## config.mk

```make
export PLATFORM = sky130hd
export DESIGN_NAME = http_response_head_parser
export DESIGN_NICKNAME = d
export VERILOG_FILES = /design/src/design/hrhp_pkg.sv /design/src/design/http_response_head_parser.sv /design/src/design/hrhp_front.sv /design/src/design/hrhp_queue.sv /design/src/design/hrhp_back.sv
export SDC_FILE = /design/constraint.sdc
export NUM_CORES = 1
export LEC_CHECK = 0
export ABC_AREA = 1
export BUFFER_PORTS_ARGS = -buffer_cell sky130_fd_sc_hd__clkbuf_2
export CORE_ASPECT_RATIO = 1.75
export CORE_MARGIN = 5
export CORE_UTILIZATION = 40
export DETAILED_ROUTE_END_ITERATION = 7
export PLACE_DENSITY = 0.64
export SLEW_MARGIN = 20
export SYNTH_ARGS = -nofsm -noshare
export SYNTH_HDL_FRONTEND = slang
export SYNTH_HIERARCHICAL = 1
export SYNTH_SLANG_ARGS = --single-unit
```

## constraint.sdc

```tcl
create_clock -name clk -period 3.9 [get_ports clk]
set_clock_uncertainty 0.1 [all_clocks]
set_input_delay 0.39 -clock clk [delete_from_list [all_inputs] [get_ports clk]]
set_output_delay 0.39 -clock clk [all_outputs]
set_load 0.005 [all_outputs]
```

## src/design/hrhp_pkg.sv

```systemverilog
package hrhp_pkg;

  typedef enum logic [3:0] {
    ST_VERSION   = 4'd0,
    ST_SP1       = 4'd1,
    ST_STATUS    = 4'd2,
    ST_SP2       = 4'd3,
    ST_REASON    = 4'd4,
    ST_REASON_LF = 4'd5,
    ST_LINE      = 4'd6,
    ST_NAME      = 4'd7,
    ST_OWS       = 4'd8,
    ST_VALUE     = 4'd9,
    ST_VALUE_LF  = 4'd10,
    ST_FINAL_LF  = 4'd11,
    ST_DONE      = 4'd12
  } stage_t;

  localparam logic [1:0] ACT_DATA  = 2'd0;
  localparam logic [1:0] ACT_CLOSE = 2'd1;

  localparam logic [2:0] CLS_NONE    = 3'd0;
  localparam logic [2:0] CLS_VERSION = 3'd1;
  localparam logic [2:0] CLS_STATUS  = 3'd2;
  localparam logic [2:0] CLS_REASON  = 3'd3;
  localparam logic [2:0] CLS_NAME    = 3'd4;
  localparam logic [2:0] CLS_VALUE   = 3'd5;
  localparam logic [2:0] CLS_HEAD    = 3'd6;
  localparam logic [2:0] CLS_AFTER   = 3'd7;

  localparam logic [3:0] ERR_NONE          = 4'd0;
  localparam logic [3:0] ERR_CLOSE_VERSION = 4'd1;
  localparam logic [3:0] ERR_PROTOCOL      = 4'd2;
  localparam logic [3:0] ERR_CLOSE_DELIM   = 4'd3;
  localparam logic [3:0] ERR_SPACE         = 4'd4;
  localparam logic [3:0] ERR_CLOSE_STATUS  = 4'd5;
  localparam logic [3:0] ERR_STATUS        = 4'd6;
  localparam logic [3:0] ERR_CLOSE_REASON  = 4'd7;
  localparam logic [3:0] ERR_REASON        = 4'd8;
  localparam logic [3:0] ERR_LF            = 4'd9;
  localparam logic [3:0] ERR_CLOSE_NAME    = 4'd10;
  localparam logic [3:0] ERR_NAME          = 4'd11;
  localparam logic [3:0] ERR_CLOSE_OWS     = 4'd12;
  localparam logic [3:0] ERR_CLOSE_VALUE   = 4'd13;
  localparam logic [3:0] ERR_VALUE         = 4'd14;
  localparam logic [3:0] ERR_FIELD_LF      = 4'd15;

  localparam logic [7:0] CH_TAB   = 8'h09;
  localparam logic [7:0] CH_LF    = 8'h0A;
  localparam logic [7:0] CH_CR    = 8'h0D;
  localparam logic [7:0] CH_SP    = 8'h20;
  localparam logic [7:0] CH_DOT   = 8'h2E;
  localparam logic [7:0] CH_COLON = 8'h3A;

  // Classified beat handed from the front to the parser
  typedef struct packed {
    logic       restart;
    logic       close;
    logic [7:0] data;
    logic       digit;
    logic       status_lead;
    logic       tchar;
    logic       vchar_obs;
    logic       sp;
    logic       tab;
    logic       cr;
    logic       lf;
    logic       colon;
    logic       dot;
  } beat_t;

  function automatic logic [7:0] proto_char(input logic [2:0] pos);
    logic [7:0] c;
    case (pos)
      3'd0:    c = 8'h48;
      3'd1:    c = 8'h54;
      3'd2:    c = 8'h54;
      3'd3:    c = 8'h50;
      default: c = 8'h2F;
    endcase
    return c;
  endfunction

  function automatic logic [3:0] close_error(input stage_t st);
    logic [3:0] e;
    unique case (st)
      ST_VERSION:  e = ERR_CLOSE_VERSION;
      ST_STATUS:   e = ERR_CLOSE_STATUS;
      ST_REASON:   e = ERR_CLOSE_REASON;
      ST_NAME:     e = ERR_CLOSE_NAME;
      ST_OWS:      e = ERR_CLOSE_OWS;
      ST_VALUE:    e = ERR_CLOSE_VALUE;
      ST_VALUE_LF: e = ERR_CLOSE_OWS;
      default:     e = ERR_CLOSE_DELIM;
    endcase
    return e;
  endfunction

endpackage

```

## src/design/http_response_head_parser.sv

```systemverilog
// Checks an HTTP/1.1 response head one received byte per beat and returns one
// result beat for every input beat: the byte echoed with its class, the latched
// error code, the status code and version digits gathered so far, and the
// version and final-LF flags. Input beats pass through a character classifier
// into a two-entry queue; the parser takes one beat a cycle from the queue into
// a registered output, so with no stall on the output a beat goes through every
// cycle and its result beat is presented from the output register once the input
// beat has passed through the queue. The output stage and the queue stall
// independently, and the input is stalled only when the queue is full.
module http_response_head_parser (
  input  logic       clk,
  input  logic       rst,
  input  logic       in_valid,
  output logic       in_stall,
  input  logic [1:0] action,
  input  logic [7:0] data_byte,
  output logic       out_valid,
  input  logic       out_stall,
  output logic [2:0] byte_class,
  output logic [7:0] out_byte,
  output logic [3:0] error_code,
  output logic [9:0] status_code,
  output logic [3:0] version_major,
  output logic [3:0] version_minor,
  output logic       version_not_11,
  output logic       final_lf_missing,
  output logic       value_end
);
  import hrhp_pkg::*;

  beat_t in_beat;
  beat_t q_beat;
  logic  q_full;
  logic  q_valid;
  logic  q_pop;

  assign in_stall = q_full;

  hrhp_front u_front (
    .action    (action),
    .data_byte (data_byte),
    .beat      (in_beat)
  );

  hrhp_queue u_queue (
    .clk       (clk),
    .rst       (rst),
    .push      (in_valid && !q_full),
    .push_beat (in_beat),
    .full      (q_full),
    .pop       (q_pop),
    .not_empty (q_valid),
    .pop_beat  (q_beat)
  );

  hrhp_back u_back (
    .clk              (clk),
    .rst              (rst),
    .q_valid          (q_valid),
    .beat             (q_beat),
    .q_pop            (q_pop),
    .out_valid        (out_valid),
    .out_stall        (out_stall),
    .byte_class       (byte_class),
    .out_byte         (out_byte),
    .error_code       (error_code),
    .status_code      (status_code),
    .version_major    (version_major),
    .version_minor    (version_minor),
    .version_not_11   (version_not_11),
    .final_lf_missing (final_lf_missing),
    .value_end        (value_end)
  );

endmodule

```

## src/design/hrhp_front.sv

```systemverilog
module hrhp_front (
  input  logic [1:0]     action,
  input  logic [7:0]     data_byte,
  output hrhp_pkg::beat_t beat
);
  import hrhp_pkg::*;

  logic [7:0] b;
  logic       alpha;
  logic       punct;

  assign b = data_byte;

  always_comb begin
    alpha = (b >= 8'h41 && b <= 8'h5A) || (b >= 8'h61 && b <= 8'h7A);
    case (b)
      8'h21, 8'h23, 8'h24, 8'h25, 8'h26, 8'h27, 8'h2A, 8'h2B,
      8'h2D, 8'h2E, 8'h5E, 8'h5F, 8'h60, 8'h7C, 8'h7E: punct = 1'b1;
      default: punct = 1'b0;
    endcase

    beat.restart     = action[1];
    beat.close       = (action == ACT_CLOSE);
    beat.data        = b;
    beat.digit       = (b >= 8'h30 && b <= 8'h39);
    beat.status_lead = (b >= 8'h31 && b <= 8'h35);
    beat.tchar       = beat.digit || alpha || punct;
    beat.vchar_obs   = (b >= 8'h21 && b <= 8'h7E) || b[7];
    beat.sp          = (b == CH_SP);
    beat.tab         = (b == CH_TAB);
    beat.cr          = (b == CH_CR);
    beat.lf          = (b == CH_LF);
    beat.colon       = (b == CH_COLON);
    beat.dot         = (b == CH_DOT);
  end

endmodule

```

## src/design/hrhp_queue.sv

```systemverilog
module hrhp_queue (
  input  logic            clk,
  input  logic            rst,
  input  logic            push,
  input  hrhp_pkg::beat_t push_beat,
  output logic            full,
  input  logic            pop,
  output logic            not_empty,
  output hrhp_pkg::beat_t pop_beat
);
  import hrhp_pkg::*;

  beat_t      entries [2];
  logic [1:0] count;
  logic       wr_ptr;
  logic       rd_ptr;

  assign full      = (count == 2'd2);
  assign not_empty = (count != 2'd0);
  assign pop_beat  = entries[rd_ptr];

  always_ff @(posedge clk) begin
    if (rst) begin
      count  <= 2'd0;
      wr_ptr <= 1'b0;
      rd_ptr <= 1'b0;
    end else begin
      if (push) wr_ptr <= ~wr_ptr;
      if (pop)  rd_ptr <= ~rd_ptr;
      if (push && !pop)      count <= count + 2'd1;
      else if (pop && !push) count <= count - 2'd1;
    end
  end

  always_ff @(posedge clk) begin
    if (push) entries[wr_ptr] <= push_beat;
  end

endmodule

```

## src/design/hrhp_back.sv

```systemverilog
module hrhp_back (
  input  logic            clk,
  input  logic            rst,
  input  logic            q_valid,
  input  hrhp_pkg::beat_t beat,
  output logic            q_pop,
  output logic            out_valid,
  input  logic            out_stall,
  output logic [2:0]      byte_class,
  output logic [7:0]      out_byte,
  output logic [3:0]      error_code,
  output logic [9:0]      status_code,
  output logic [3:0]      version_major,
  output logic [3:0]      version_minor,
  output logic            version_not_11,
  output logic            final_lf_missing,
  output logic            value_end
);
  import hrhp_pkg::*;

  stage_t     stage, stage_cur, stage_next;
  logic [2:0] pos, pos_cur, pos_next;
  logic [9:0] acc, acc_cur, acc_next;
  logic [3:0] major, major_cur, major_next;
  logic [3:0] minor, minor_cur, minor_next;
  logic [3:0] err, err_cur, err_next;
  logic [1:0] flags, flags_cur, flags_next;
  logic [2:0] cls;
  logic       vend;
  logic [9:0] acc_x10;

  // Take a beat whenever the output register is free or being drained
  assign q_pop = q_valid && (!out_valid || !out_stall);

  always_comb begin
    // A restart beat sees the post-reset state
    stage_cur = beat.restart ? ST_VERSION : stage;
    pos_cur   = beat.restart ? 3'd0 : pos;
    acc_cur   = beat.restart ? 10'd0 : acc;
    major_cur = beat.restart ? 4'd0 : major;
    minor_cur = beat.restart ? 4'd0 : minor;
    err_cur   = beat.restart ? ERR_NONE : err;
    flags_cur = beat.restart ? 2'd0 : flags;

    stage_next = stage_cur;
    pos_next   = pos_cur;
    acc_next   = acc_cur;
    major_next = major_cur;
    minor_next = minor_cur;
    err_next   = err_cur;
    flags_next = flags_cur;
    cls        = CLS_NONE;
    vend       = 1'b0;
    acc_x10    = {acc_cur[6:0], 3'b000} + {acc_cur[8:0], 1'b0};

    if (beat.close) begin
      if (err_cur == ERR_NONE) begin
        if (stage_cur == ST_FINAL_LF) begin
          flags_next[1] = 1'b1;
          stage_next    = ST_DONE;
          cls           = CLS_HEAD;
        end else if (stage_cur != ST_DONE) begin
          err_next = close_error(stage_cur);
        end
      end
    end else if (err_cur == ERR_NONE) begin
      unique case (stage_cur)
        ST_VERSION: begin
          if (pos_cur < 3'd5) begin
            if (beat.data != proto_char(pos_cur)) err_next = ERR_PROTOCOL;
            else begin
              cls      = CLS_VERSION;
              pos_next = pos_cur + 3'd1;
            end
          end else if (pos_cur == 3'd5) begin
            if (!beat.digit) err_next = ERR_PROTOCOL;
            else begin
              cls        = CLS_VERSION;
              major_next = beat.data[3:0];
              pos_next   = pos_cur + 3'd1;
            end
          end else if (pos_cur == 3'd6) begin
            if (!beat.dot) err_next = ERR_PROTOCOL;
            else begin
              cls      = CLS_VERSION;
              pos_next = pos_cur + 3'd1;
            end
          end else begin
            if (!beat.digit) err_next = ERR_PROTOCOL;
            else begin
              cls        = CLS_VERSION;
              minor_next = beat.data[3:0];
              if (major_cur != 4'd1 || beat.data[3:0] != 4'd1) flags_next[0] = 1'b1;
              stage_next = ST_SP1;
              pos_next   = 3'd0;
            end
          end
        end
        ST_SP1, ST_SP2: begin
          if (!beat.sp) err_next = ERR_SPACE;
          else stage_next = (stage_cur == ST_SP1) ? ST_STATUS : ST_REASON;
        end
        ST_STATUS: begin
          if ((pos_cur == 3'd0) ? !beat.status_lead : !beat.digit) begin
            err_next = ERR_STATUS;
          end else begin
            cls      = CLS_STATUS;
            acc_next = acc_x10 + {6'd0, beat.data[3:0]};
            if (pos_cur >= 3'd2) begin
              pos_next   = 3'd0;
              stage_next = ST_SP2;
            end else begin
              pos_next = pos_cur + 3'd1;
            end
          end
        end
        ST_REASON: begin
          if (beat.cr) stage_next = ST_REASON_LF;
          else if (beat.tab || beat.sp || beat.vchar_obs) cls = CLS_REASON;
          else err_next = ERR_REASON;
        end
        ST_REASON_LF: begin
          if (!beat.lf) err_next = ERR_LF;
          else stage_next = ST_LINE;
        end
        ST_LINE: begin
          if (beat.cr) stage_next = ST_FINAL_LF;
          else if (!beat.tchar) err_next = ERR_NAME;
          else begin
            stage_next = ST_NAME;
            cls        = CLS_NAME;
          end
        end
        ST_NAME: begin
          if (beat.colon) stage_next = ST_OWS;
          else if (!beat.tchar) err_next = ERR_NAME;
          else cls = CLS_NAME;
        end
        ST_OWS: begin
          if (beat.sp || beat.tab) cls = CLS_NONE;
          else if (beat.cr) stage_next = ST_VALUE_LF;
          else if (!beat.vchar_obs) err_next = ERR_VALUE;
          else begin
            stage_next = ST_VALUE;
            cls        = CLS_VALUE;
          end
        end
        ST_VALUE: begin
          if (beat.cr) stage_next = ST_VALUE_LF;
          else if (beat.sp || beat.tab || beat.vchar_obs) cls = CLS_VALUE;
          else err_next = ERR_VALUE;
        end
        ST_VALUE_LF: begin
          if (!beat.lf) err_next = ERR_FIELD_LF;
          else begin
            vend       = 1'b1;
            stage_next = ST_LINE;
          end
        end
        ST_FINAL_LF: begin
          if (!beat.lf) flags_next[1] = 1'b1;
          stage_next = ST_DONE;
          cls        = CLS_HEAD;
        end
        default: cls = CLS_AFTER;
      endcase
    end
  end

  always_ff @(posedge clk) begin
    if (rst) begin
      stage     <= ST_VERSION;
      pos       <= 3'd0;
      acc       <= 10'd0;
      major     <= 4'd0;
      minor     <= 4'd0;
      err       <= ERR_NONE;
      flags     <= 2'd0;
      out_valid <= 1'b0;
    end else begin
      if (q_pop) begin
        stage     <= stage_next;
        pos       <= pos_next;
        acc       <= acc_next;
        major     <= major_next;
        minor     <= minor_next;
        err       <= err_next;
        flags     <= flags_next;
        out_valid <= 1'b1;
      end else if (!out_stall) begin
        out_valid <= 1'b0;
      end
    end
  end

  // Result beat payload; holds while stalled
  always_ff @(posedge clk) begin
    if (q_pop) begin
      byte_class       <= cls;
      out_byte         <= beat.close ? 8'd0 : beat.data;
      error_code       <= err_next;
      status_code      <= acc_next;
      version_major    <= major_next;
      version_minor    <= minor_next;
      version_not_11   <= flags_next[0];
      final_lf_missing <= flags_next[1];
      value_end        <= vend;
    end
  end

endmodule

```

==> results_dict.tcl <==
set metrics [dict create \
    ys_ff_latch 113 \
    cap_violations 0 \
    wirelength_um 16100 \
    stdcell_area_sq_um 7730 \
    dp_hpwl_um 12100 \
    max_slew.worst_pin.slew_ns 0.823 \
    tritoncts "yes" \
    arrival_ns 3.50 \
    gp_congestion 1.02 \
    startpoint_type "flop" \
    holdCritStartpoint "action[1]" \
    synthMuxAreaShare_pct 4.50 \
    worstReg2RegEnd "u_back/acc[8]" \
    async_reset_ff_share_pct 0 \
    worstPathRequired_ns 4.10 \
    slowest_delay_ns 0.47 \
    crit_fanout 7 \
    drtIter0Drc 321 \
    detailroute.via_count 5430 \
    antenna_found_initial 0 \
    area_growth_syn_to_layout_pct 15.9 \
    syn_inst 784 \
    finalMaxSlewViolations 0 \
    setup_viol 0 \
    num_io_pins 52 \
    yosys.area.top_type "edfxtp_1" \
    rows 62 \
    place_inst 1038 \
    power_uw 6360 \
    portBuffers 51 \
    rsz0062_at_grt "false" \
    outcome "finished, final reports clean" \
    cts.sinks 113 \
    fmax_mhz 303 \
    post-route-min-period_ns 3.30 \
    power_density_nw_per_um2 822 \
    synth-adder-area-share_pct 3.60 \
    synth_top_family_by_area "simple AND/OR/NAND/NOR gates" \
    post-route-period-util_pct 84.7 \
    synth_edf_count 76 \
    syn_area_sq_um 6670 \
    synthTopCellsByArea "edfxtp_1, dfxtp_1, inv_1, nand2_1, nor2_1" \
    clock_latency_ns 0.41 \
    grt_pass1_vias 5362 \
    clk_path_buf_depth 2 \
    drive_gt1_share_pct 18.6 \
    worst-r2r-cell-count 14 \
    setup-tns-final_ns 0 \
    stdcell_count 1070 \
    initial_core_util_pct 40.6 \
    mostFrequentLayoutCell "inv_1" \
    synth.top_cell.area_share_pct 34.2 \
    critPathCaptureType "flop" \
    grt_max_degree 45 \
    routedWlPerCell_um 15.0 \
    worstSetupPathType "flop to flop" \
    synth_compound_area_share_pct 13.2 \
    synth_nets 816 \
    leakage_uw 0.00355 \
    syn_area_per_cell_sq_um 8.51 \
    worst_hold_path.num_cells 1 \
    hold_viol_final 0 \
    dr.pass1.iters 5 \
    grt_usage_pct 17.0 \
    seq_area_frac_synth_pct 45.3 \
    synth_xor_area_share_pct 0.919 \
    ys_types 50 \
    synth-simple-area-share_pct 21.9 \
    fp.dieArea_sq_um 19500 \
    min_to "u_queue/entries[1][19]" \
    peakVddDrop_v 0.000299 \
    diodes 0 \
    viasPerCell 5.07 \
    cts_made_buffers 17 \
    nets 865 \
    ys_warn_count 6 \
    overflow 0 \
    clockRootBuffer "clkbuf_16" \
    die_w_um 108 \
    placed_cell_area_sq_um 7080 \
    fillers 1600 \
    setup_ws_ns 0.598 \
    hold_class "input port to flop" \
    coreArea_sq_um 16400 \
    synth_ff_type "edfxtp_1" \
    crit_top_cell "o21ai_0" \
    post_cts_buffers 0 \
    die_y_um 181 \
    drcViolationCount 0 \
    final_cell_mix "inv_1, nand2_1, nor2_1" \
    htree_levels 4 \
    slowest_stage "fa_1" \
    clk_pin_slew_ns 0.05 \
    ant_nets 0 \
    post_cts_resized 0 \
    cts_hold_buf 0 \
    r2r_slack_ns 0.60 \
    relSlewSlack_pct 45.1 \
    dp_slack_ns 0.617 \
    grt_pass1_wl_um 26200 \
    crit_chain "buf_4, mux2_4, inv_1, fa_1, fa_1, o21ai_0, a21oi_1, nor2_1, nor2_1, xnor2_1, nand2_1, o21ai_0, o21ai_0, inv_1" \
]
layer usage:
| metal | up-vias | share of wire [%] | GRT usage (%) |
|---|---|---|---|
| met2 | 171 | 54 | 31.3 |
| met3 | 48 | 3.8 | 2.61 |
| met1 | 2499 | 38 | 17.7 |
| met5 | - | 0 | 0 |
| li1 | 2712 | - | - |
| met4 | 0 | 4.3 | 10.3 |
logic make-up (layout without fill, tap and decap cells):
kind of cell    Yosys count  in the layout
flops                   113            113
buf+inv                 165            227
xor+xnor                  7              7
mux                      20             20
simple gates            306            306
compound gates          155            155
fa+ha+maj                18             18
layout make-up:
type	count	area (sq um)	share of cell area, %
clock buffer	19	453	5.86
clock inverter	13	199	2.57
inverter	138	528	6.83
multi-input combinational	506	2940	38.0
sequential	113	3020	39.1
tap	224	280	3.62
timing repair buffer	57	313	4.04
flip-flops by register name (all words and copies together) (netlist names), named ones only:
signal                   count
u_back/version_major         4
u_back/value_end             1
u_queue/entries             40
u_back/flags                 2
u_back/out_byte              8
u_queue/wr_ptr               1
u_queue/count                2
u_back/final_lf_missing      1
u_back/byte_class            3
u_back/major                 4
u_back/stage                 4
u_back/pos                   3
u_back/out_valid             1
u_back/acc                  10
u_back/version_minor         4
u_back/minor                 4
u_back/status_code          10
u_back/error_code            4
u_back/version_not_11        1
u_back/err                   4
u_queue/rd_ptr               1
worst max-delay path: cells and delay by family, from the launching register on:
family                     cells  cell delay (ns)
muxes                          1             0.32
buffers and inverters          3             0.44
and+or+nand+nor                3             0.20
DFF                            1             0.37
adders and majority gates      2             0.90
xor gates and xnor gates       1             0.11
AOI/OAI and AO/OA              4             0.73
Yosys cell counts (5+ instances only):
| cell type | instances |
|---|---|
| nand4_1 | 8 |
| o21ai_0 | 48 |
| a21oi_1 | 51 |
| nor3_1 | 12 |
| nand2_4 | 6 |
| edfxtp_1 | 76 |
| o21ai_1 | 19 |
| dfxtp_1 | 37 |
| buf_4 | 9 |
| nor2_2 | 5 |
| o21ai_2 | 5 |
| nor2_4 | 5 |
| nand3_1 | 35 |
| nand2_2 | 8 |
| mux2_4 | 20 |
| ha_1 | 16 |
| inv_1 | 129 |
| nor4_1 | 5 |
| clkbuf_1 | 13 |
| a31oi_1 | 6 |
| nor2_1 | 100 |
| nand2_1 | 111 |
| inv_2 | 7 |
power by group:
part | internal (uW) | total [uW] | switching, uW
registers | 1820 | 2000 | 179
clock network | 1110 | 1680 | 570
logic | 924 | 2670 | 1750
total | 3860 | 6360 | 2500
worst max path at each step:
stage / slack (ns) / to / cells past startpoint / start
4_1_cts: 0.58 / u_back/acc[8] / 14 / flop
5_1_grt: 0.36 / u_back/acc[8] / 14 / flop
3_3_place_gp: 0.72 / u_back/acc[8] / 14 / flop
3_5_place_dp: 0.62 / u_back/acc[8] / 14 / flop
6_report: 0.60 / u_back/acc[8] / 14 / flop
2_1_floorplan: 0.55 / u_back/acc[8] / 17 / flop
per-stage QoR:
step           hold slack (ns)  util, %
2_1_floorplan            0.362        -
3_5_place_dp             0.399     43.1
3_3_place_gp             0.397     43.1
4_1_cts                  0.119     47.0
5_1_grt                  0.130     47.0
6_report                 0.139     47.0
(Power assumes the default switching activity.)
